### src/sv/torus_signed_distance_unit_assert.svh
// Assertion macros for the torus signed distance unit.
`ifndef TORUS_SIGNED_DISTANCE_UNIT_ASSERT_SVH
`define TORUS_SIGNED_DISTANCE_UNIT_ASSERT_SVH

// Same-cycle implication, sampled on clk, off during reset.
`define TSD_ASSERT_HOLDS(label, ante, cons, msg) \
	label: assert property (@(posedge clk) disable iff (!arst_n) (ante) |-> (cons)) else $error(msg);

// Next-cycle implication, sampled on clk, off during reset.
`define TSD_ASSERT_NEXT(label, ante, cons, msg) \
	label: assert property (@(posedge clk) disable iff (!arst_n) (ante) |=> (cons)) else $error(msg);

`endif

### src/sv/tsd_pkg.sv
// Shared widths, register indexes and square root step for the torus distance unit.
`default_nettype none
package tsd_pkg;
	localparam int COORD_W   = 32;
	localparam int FRAC_W    = 16;
	localparam int AXIS_W    = FRAC_W + 2;
	localparam int RAD_W     = COORD_W - 1;
	localparam int CFG_IDX_W = 4;
	localparam int DIFF_W    = 33;
	localparam int PROD_W    = 51;
	localparam int DOT_W     = 53;
	localparam int HGT_W     = 37;
	localparam int HPROD_W   = 55;
	localparam int VEC_W     = 40;
	localparam int MAG_W     = 37;
	localparam int LIM_W     = 31;
	localparam int SHIFT_W   = 3;
	localparam int SQ_W      = 62;
	localparam int SUM_W     = 64;
	localparam int ROOT_W    = 32;
	localparam int RING_W    = 38;
	localparam int OFS_W     = 40;
	localparam int MAG2_W    = 38;
	localparam int DIST_W    = 39;
	localparam int RES_W     = 41;

	localparam int SQRT_STEPS_PER_STAGE = 2;
	localparam int SQRT_STAGES          = ROOT_W / SQRT_STEPS_PER_STAGE;
	localparam int SQRT1_SIDE_W         = SHIFT_W + HGT_W;
	localparam int SQRT2_SIDE_W         = SHIFT_W;

	localparam logic [CFG_IDX_W-1:0] CFG_AXIS_X   = 4'd0;
	localparam logic [CFG_IDX_W-1:0] CFG_AXIS_Y   = 4'd1;
	localparam logic [CFG_IDX_W-1:0] CFG_AXIS_Z   = 4'd2;
	localparam logic [CFG_IDX_W-1:0] CFG_CENTER_X = 4'd3;
	localparam logic [CFG_IDX_W-1:0] CFG_CENTER_Y = 4'd4;
	localparam logic [CFG_IDX_W-1:0] CFG_CENTER_Z = 4'd5;
	localparam logic [CFG_IDX_W-1:0] CFG_MINOR    = 4'd6;
	localparam logic [CFG_IDX_W-1:0] CFG_MAJOR    = 4'd7;

	localparam logic signed [COORD_W-1:0] SAT_MAX = {1'b0, {(COORD_W-1){1'b1}}};
	localparam logic signed [COORD_W-1:0] SAT_MIN = {1'b1, {(COORD_W-1){1'b0}}};

	typedef struct packed {
		logic [SUM_W-1:0] rem;
		logic [SUM_W-1:0] root;
	} sqrt_state_t;

	// Advance the digit-by-digit square root by one stage's worth of steps.
	function automatic sqrt_state_t sqrt_steps(sqrt_state_t st, int unsigned stage);
		sqrt_state_t r;
		logic [SUM_W-1:0] bitv;
		logic [SUM_W-1:0] trial;
		r = st;
		for (int j = 0; j < SQRT_STEPS_PER_STAGE; j++) begin
			bitv = {{(SUM_W-1){1'b0}}, 1'b1} << (SUM_W - 2 - 2 * (stage * SQRT_STEPS_PER_STAGE + j));
			trial = r.root + bitv;
			if (r.rem >= trial) begin
				r.rem = r.rem - trial;
				r.root = (r.root >> 1) + bitv;
			end else begin
				r.root = r.root >> 1;
			end
		end
		return r;
	endfunction

	// Least right shift that brings every component below 2^LIM_W (v is the OR of them).
	function automatic logic [SHIFT_W-1:0] scale_shift(logic [SUM_W-1:0] v);
		int k;
		k = 0;
		for (int i = LIM_W; i < SUM_W; i++) begin
			if (v[i]) begin
				k = i - LIM_W + 1;
			end
		end
		return SHIFT_W'(k);
	endfunction
endpackage
`default_nettype wire

### src/sv/tsd_sqrt_pipe.sv
// Pipelined integer square root, two result bits per stage, with a side word riding along.
`default_nettype none
module tsd_sqrt_pipe #(
	parameter int SIDE_W = tsd_pkg::SQRT2_SIDE_W
) (
	input  logic                        clk,
	input  logic                        arst_n,
	input  logic                        en,
	input  logic                        in_valid,
	input  logic [tsd_pkg::SUM_W-1:0]   in_n,
	input  logic [SIDE_W-1:0]           in_side,
	output logic                        out_valid,
	output logic [tsd_pkg::ROOT_W-1:0]  out_root,
	output logic [SIDE_W-1:0]           out_side
);
	localparam int STAGES = tsd_pkg::SQRT_STAGES;

	tsd_pkg::sqrt_state_t st_s   [STAGES];
	logic [SIDE_W-1:0]    side_s [STAGES];
	logic                 v_s    [STAGES];

	for (genvar i = 0; i < STAGES; i++) begin : g_stage
		tsd_pkg::sqrt_state_t prev;
		logic [SIDE_W-1:0]    prev_side;
		logic                 prev_v;
		if (i == 0) begin : g_first
			assign prev      = '{rem: in_n, root: '0};
			assign prev_side = in_side;
			assign prev_v    = in_valid;
		end else begin : g_next
			assign prev      = st_s[i-1];
			assign prev_side = side_s[i-1];
			assign prev_v    = v_s[i-1];
		end

		always_ff @(posedge clk or negedge arst_n) begin
			if (!arst_n) begin
				v_s[i] <= 1'b0;
			end else if (en) begin
				v_s[i] <= prev_v;
			end
		end

		always_ff @(posedge clk) begin
			if (en) begin
				st_s[i]   <= tsd_pkg::sqrt_steps(prev, i);
				side_s[i] <= prev_side;
			end
		end
	end

	assign out_valid = v_s[STAGES-1];
	assign out_root  = st_s[STAGES-1].root[tsd_pkg::ROOT_W-1:0];
	assign out_side  = side_s[STAGES-1];
endmodule
`default_nettype wire
### config.mk
export PLATFORM = sky130hd
export DESIGN_NAME = tsd_sqrt_pipe
export DESIGN_NICKNAME = d
export VERILOG_FILES = /design/src/sv/torus_signed_distance_unit_assert.svh /design/src/sv/tsd_pkg.sv /design/src/sv/tsd_sqrt_pipe.sv
export SDC_FILE = /design/constraint.sdc
export NUM_CORES = 2
export LEC_CHECK = 0
export BUFFER_PORTS_ARGS = -buffer_cell sky130_fd_sc_hd__buf_2
export CAP_MARGIN = 25
export CELL_PAD_IN_SITES_DETAIL_PLACEMENT = 2
export CELL_PAD_IN_SITES_GLOBAL_PLACEMENT = 2
export CORE_MARGIN = 3
export CORE_UTILIZATION = 43
export CTS_CLUSTER_DIAMETER = 80
export DETAILED_ROUTE_END_ITERATION = 7
export GPL_TIMING_DRIVEN = 0
export PLACE_DENSITY_LB_ADDON = 0.12
export SYNTH_ARGS = -nofsm -noshare
export SYNTH_HDL_FRONTEND = slang
export SYNTH_SLANG_ARGS = --single-unit
### constraint.sdc
create_clock -name clk -period 9.4 [get_ports clk]
set_clock_uncertainty 0.1 [all_clocks]
set_input_delay 2.35 -clock clk [delete_from_list [all_inputs] [get_ports clk]]
set_output_delay 2.35 -clock clk [all_outputs]
set_load 0.005 [all_outputs]
### After elaboration in Yosys (flattened, before gate mapping)

Memories as Yosys holds them, arrays and structs flattened.
Cells that the tools add are included.

* flip-flop bits (word level): 16
* latch bits: 0
* memory bits (writable): 2096
* bits in read-only memories: 0
* input port bits: 71
* output and inout port bits: 36
* logic and storage cells: 274
* memories: 2

* add/sub/neg operators: 94
* $mul: 0
* div/mod/pow operators: 0
* order comparisons: 32
* equality and inequality tests: 0
* shift operators: 0
* muxes and demuxes: 130
* bitwise gates (word level): 0
* reductions and logical operators: 0

Memory list
* st_s: depth 16, bits a word 128, rd ports 16, clocked after memory_dff 0, write ports 16, RTL line tsd_sqrt_pipe.sv:18 `tsd_pkg::sqrt_state_t st_s [STAGES];`
* side_s: depth 16, bits a word 3, rd ports 16, clocked after memory_dff 0, write ports 16, RTL line tsd_sqrt_pipe.sv:19 `logic [SIDE_W-1:0] side_s [STAGES];`

Operators with widths (number)
* $mux 64: 127
* $ge 64x64->1: 31
* $sub 64x64->64: 31
* $add 63x1->64 const B: 1
* $add 63x11->64 const B: 1
* $add 63x13->64 const B: 1
* $add 63x15->64 const B: 1
* $add 63x17->64 const B: 1
* $add 63x19->64 const B: 1
* $add 63x21->64 const B: 1
* $add 63x23->64 const B: 1
* $add 63x25->64 const B: 1
* $add 63x27->64 const B: 1
* $add 63x29->64 const B: 1
* $add 63x3->64 const B: 1
* $add 63x31->64 const B: 1
* $add 63x33->64 const B: 1
* $add 63x35->64 const B: 1
* $add 63x37->64 const B: 1
* $add 63x39->64 const B: 1
* $add 63x41->64 const B: 1
* $add 63x43->64 const B: 1
* $add 63x45->64 const B: 1
* $add 63x47->64 const B: 1
* other kinds (45): 46

### Logic depth before layout (Yosys ltp)

An unclocked memory read counts as a cell.

* depth in word-level cells: 9
* depth in mapped cells: 31

### Least setup slack after synthesis

OpenSTA, ideal clock, no wires.

* path type: flip-flop to flip-flop
* start point: memory st_s[1][618] (netlist name)
* end point: memory st_s[1][767] (netlist name), data pin
* library setup time: 0.264 ns
* arrival: 6.108 ns
* path slack: 2.928 ns
* stages on the path, launching flop included: 28
* buffers on the path: 5
* period minus slack after synthesis: 6.472 ns
* path through: edfxtp_1 > or4_1 > nor3_2 > nand4b_1 > or3b_1 > or3_1 > buf_2 > inv_2 > buf_4 > clkbuf_1 > clkbuf_1 > nand2_1 > o21ai_0 > ha_1 > clkbuf_1 > a21oi_1 > o21ai_0 > a22oi_1 > a21oi_1 > a311o_1 > o21ai_0 > a21oi_1 > o31ai_1 > nand3b_1 > a31oi_2 > nand4_2 > nor4_1 > xnor2_1

RTL lines (RTL line)
* start, declared: tsd_sqrt_pipe.sv:18

==> insert_results.sql <==
INSERT INTO impl_metrics (metric_group, metric, value, unit) VALUES
('pwr', 'clockPowerShare', '22.8', '%'),
('global_route', 'grt_overflow_total', '0', ''),
('logic_synthesis', 'syn-mean-instance-area', '10.12', 'um2'),
('global_route', 'antenna_violations_before_repair', '13', ''),
('logic_synthesis', 'yosys.area_share.simple', '16.99', '%'),
('logic_synthesis', 'ys_warn_count', '0', ''),
('critical_path', 'critical_path_arrival', '9.69', 'ns'),
('die', 'fp.dieH', '451.1', 'um'),
('logic_synthesis', 'synth.ff_latch_count', '1296', ''),
('pwr', 'power.sequential.fraction', '31.2', '%'),
('critical_path', 'critical_path_peak_fanout', '10', ''),
('logic_synthesis', 'post_synth_fa_ha_maj_area_fraction', '8.418', '%'),
('pwr', 'p_switching', '11.82', 'mW'),
('logic_synthesis', 'synthMuxAreaShare', '1.933', '%'),
('logic_synthesis', 'mappedNetlistArea', '0.08517', 'mm2'),
('route', 'via_per_inst', '6.333', ''),
('logic_synthesis', 'ys.flop_type', 'edfxtp_1', ''),
('die', 'fp.dieArea', '0.2034', 'mm2'),
('clock_network', 'worst_skew_pair.late_latency', '0.87', 'ns'),
('final_layout', 'post_route_cells_drive_above_1_share', '7.564', '%'),
('die', 'num_io_pins', '107', ''),
('hold_path', 'worst_hold_path_type', 'reg2reg', ''),
('place', 'portBuffers', '106', ''),
('place', 'dp_hpwl', '263800', 'um'),
('critical_path', 'setup.worst_path.end_class', 'flip-flop', ''),
('clock_network', 'cts_tree', 'built', ''),
('die', 'rows', '162', ''),
('critical_path', 'timing.critical_path.from_type', 'flip-flop', ''),
('pwr', 'power_density', '297.3', 'mW/mm2'),
('sta', 'timing_worst_slew_pin_value', '1.245', 'ns'),
('pwr', 'power.static_leakage', '36.41', 'nW'),
('sta', 'number_of_max_slew_violations_in_the_final_report', '0', ''),
('logic_synthesis', 'synth_top_family_by_area', 'simple AND/OR/NAND/NOR gates', ''),
('pwr', 'ir_drop', '209.2', 'uV'),
('clock_network', 'clock_tree.buffer_depth', '3', ''),
('clock_network', 'clock_input_transition_at_the_sequential_cells_of_the_worst_setup_and_hold_paths', '0.07', 'ns'),
('critical_path', 'timing.setup.critical_path_class', 'reg2reg', ''),
('pwr', 'internal_power_summed_over_all_cells', '16.29', 'mW'),
('critical_path', 'worst_ep_required_time', '9.86', 'ns'),
('place', 'routabilityCongestion', '0.9166', ''),
('clock_network', 'post_cts.repair.setup_buffers', '0', ''),
('sta', 'fmax', '108.3', 'MHz'),
('pwr', 'power_switching_share', '42.06', '%'),
('status', 'run_status', 'completed', ''),
('logic_synthesis', 'seq_area_frac_synth', '45.60', '%'),
('job', 'cap_violations', '0', ''),
('final_layout', 'final.fill_count', '20450', ''),
('sta', 'worst_slew_margin_rel', '17.02', '%'),
('global_route', 'first_global_vias', '78880', ''),
('global_route', 'grt_start_max_net_pins', '181', ''),
('clock_network', 'cts_bufs_inserted', '154', ''),
('sta', 'min_period_over_period', '98.22', '%'),
('logic_synthesis', 'synth_edf_count', '1280', ''),
('logic_synthesis', 'synth_compound_gate_area_share', '15.04', '%'),
('clock_network', 'cts-htree-levels', '4', ''),
('sta', 'minimum_period_implied_by_the_final_worst_setup_slack', '9.233', 'ns'),
('route', 'detailedRoute.firstIterationViolations', '6101', ''),
('sta', 'number_of_hold_violations_in_the_final_report', '0', ''),
('global_route', 'grt_util_all_layers', '33.70', '%'),
('route', 'dr_total_vias', '72500', ''),
('route', 'detail-route-antenna-nets', '0', ''),
('logic_synthesis', 'syn-num-nets', '9057', ''),
('route', 'routed_wl', '350600', 'um'),
('pwr', 'comb_power_share', '46.0', '%'),
('route', 'routed_wire_length_per_instance', '30.63', 'um'),
('sta', 'timing.final.setup_violations', '0', ''),
('route', 'first_pass_iteration_count_of_the_detailed_router', '5', ''),
('sta', 'fin_worst_hold_slack', '0.3136', 'ns'),
('die', 'core_area', '0.1960', 'mm2'),
('final_layout', 'multiInputGateArea', '0.04368', 'mm2'),
('logic_synthesis', 'async_flop_share', '1.235', '%');
synthesized netlist by cell type, types with 78 or more instances:
cell type | number | share of area (%)
mux2_2 | 120 | 1.6
edfxtp_1 | 1280 | 45
a21oi_1 | 630 | 3.7
o21a_1 | 99 | 0.87
nor3_1 | 215 | 1.3
nand2b_1 | 83 | 0.61
inv_1 | 455 | 2.0
o21ai_0 | 385 | 2.3
a21o_1 | 277 | 2.4
nor2b_1 | 78 | 0.57
nand4_1 | 181 | 1.3
or3_1 | 81 | 0.59
nand3_1 | 199 | 1.2
xor2_1 | 298 | 3.1
xnor2_1 | 554 | 5.7
clkbuf_1 | 184 | 0.81
nor2_1 | 694 | 3.1
ha_1 | 573 | 8.4
nand2_1 | 677 | 3.0
nor4_1 | 237 | 1.7
stage by stage:
step / setup TNS [ns] / cell area [um2] / setup WS (ns) / util (%) / total power, mW
4_1_cts: 0 / 94480 / 0.005437 / 48.20 / 28.05
6_report: 0 / 94570 / 0.1669 / 48.25 / 28.11
5_1_grt: -0.004340 / 94560 / -0.004340 / 48.24 / 29.78
3_3_place_gp: - / 88980 / -13.80 / 45.40 / 20.84
3_5_place_dp: -17.37 / 89240 / -0.5806 / 45.53 / 21.37
2_1_floorplan: 0 / 85170 / 2.928 / - / 17.44
cells by family (layout without fill, tap and decap cells):
| group | count (synthesis) | in the layout |
|---|---|---|
| AND/OR/NAND/NOR | 2844 | 2844 |
| AO/OA/AOI/OAI | 1990 | 1990 |
| flip-flops | 1296 | 1296 |
| XOR/XNOR | 854 | 854 |
| buffers and inverters | 709 | 1114 |
| adder cells (fa/ha/maj) | 573 | 573 |
| multiplexers | 147 | 147 |
| other | 0 | 6 |
critical path, cell delays in order, from the launching register on:
cell       delay [ns]
edfxtp_1         0.45
inv_1            0.14
ha_1             0.39
nor2b_1          0.20
o2111ai_1        0.55
nand3b_1         0.30
a21bo_2          0.30
o21ai_2          0.50
nand2_1          0.53
inv_1            0.19
clkbuf_1         0.51
clkbuf_1         0.53
o21ai_0          0.32
ha_1             0.46
nand4_1          0.24
nor4_2           0.64
nand3_1          0.13
or3_1            0.35
nor3_2           0.38
nor4_1           0.12
nand4b_1         0.47
clkbuf_2         0.43
buf_1            0.47
a21oi_1          0.19
worst paths after layout:
check / cells past startpoint / slack, ns / endpoint / start
worst max-delay path: 23 / 0.17 / st_s[1][224] / st_s[1][28]
worst min-delay path: 0 / 0.31 / st_s[1][324] / st_s[1][196]
worst max register to register: 23 / 0.17 / st_s[1][224] / st_s[1][28]
worst min register to register: 0 / 0.31 / st_s[1][324] / st_s[1][196]
max in group asynchronous: 1 / 7.61 / g_stage[5].prev_v / arst_n
min in group asynchronous: 1 / 1.33 / g_stage[3].prev_v / arst_n
power groups by stage:
stage	logic [mW]	clock network [mW]	registers, mW
3_3_place_gp	11.9	0	8.97
2_1_floorplan	9.11	0	8.33
4_1_cts	12.8	6.49	8.75
5_1_grt	14.2	6.70	8.84
6_report	12.9	6.42	8.76
3_5_place_dp	12.5	0	8.84
repair_timing:
| item | 4_1_cts | 5_1_grt |
|---|---|---|
| cloned | 0 | 0 |
| setup endpoints to repair | 88 | 97 |
| hold buffers | 0 | 0 |
| gates resized for setup | 9 | 21 |
layout make-up:
type                            instances  share of cell area, %
Tap cell                             2624                  3.472
Timing Repair Buffer                  126                 0.8428
Multi-Input combinational cell       6408                  46.19
Inverter                              467                  1.860
Sequential cell                      1296                  41.07
Antenna cell                            6                0.01588
Buffer                                238                  1.036
Clock buffer                          188                  4.266
Clock inverter                         95                  1.254
cells in the final DEF (no fill, tap or decap), types with 83 or more instances in the layout:
cell | Yosys | routed
nand4_1 | 181 | 181
mux2_2 | 120 | 120
nand2_1 | 677 | 677
clkbuf_1 | 184 | 206
clkbuf_16 | 0 | 156
xnor2_1 | 554 | 554
edfxtp_1 | 1280 | 1280
o21a_1 | 99 | 99
nor4_1 | 237 | 232
nand2b_1 | 83 | 83
a21o_1 | 277 | 277
nor2_1 | 694 | 694
a21oi_1 | 630 | 628
xor2_1 | 298 | 298
inv_1 | 455 | 455
o21ai_0 | 385 | 385
nor3_1 | 215 | 214
ha_1 | 573 | 573
buf_2 | 32 | 144
nand3_1 | 199 | 198
metal layers:
layer  track usage, %  routed length [um]  share of wire, %
met3            5.016               16780               4.8
met5                0                  69             0.020
met1            40.91              140900                40
met2            58.19              172900                49
met4            16.97               19920               5.7
state kept, by name, summed over array words and instances (netlist names):
| register | count |
|---|---|
| g_stage.prev_v | 15 |
| out_valid | 1 |
| side_s | 48 |
| st_s | 1232 |
Power figures use the tool's default switching activity.
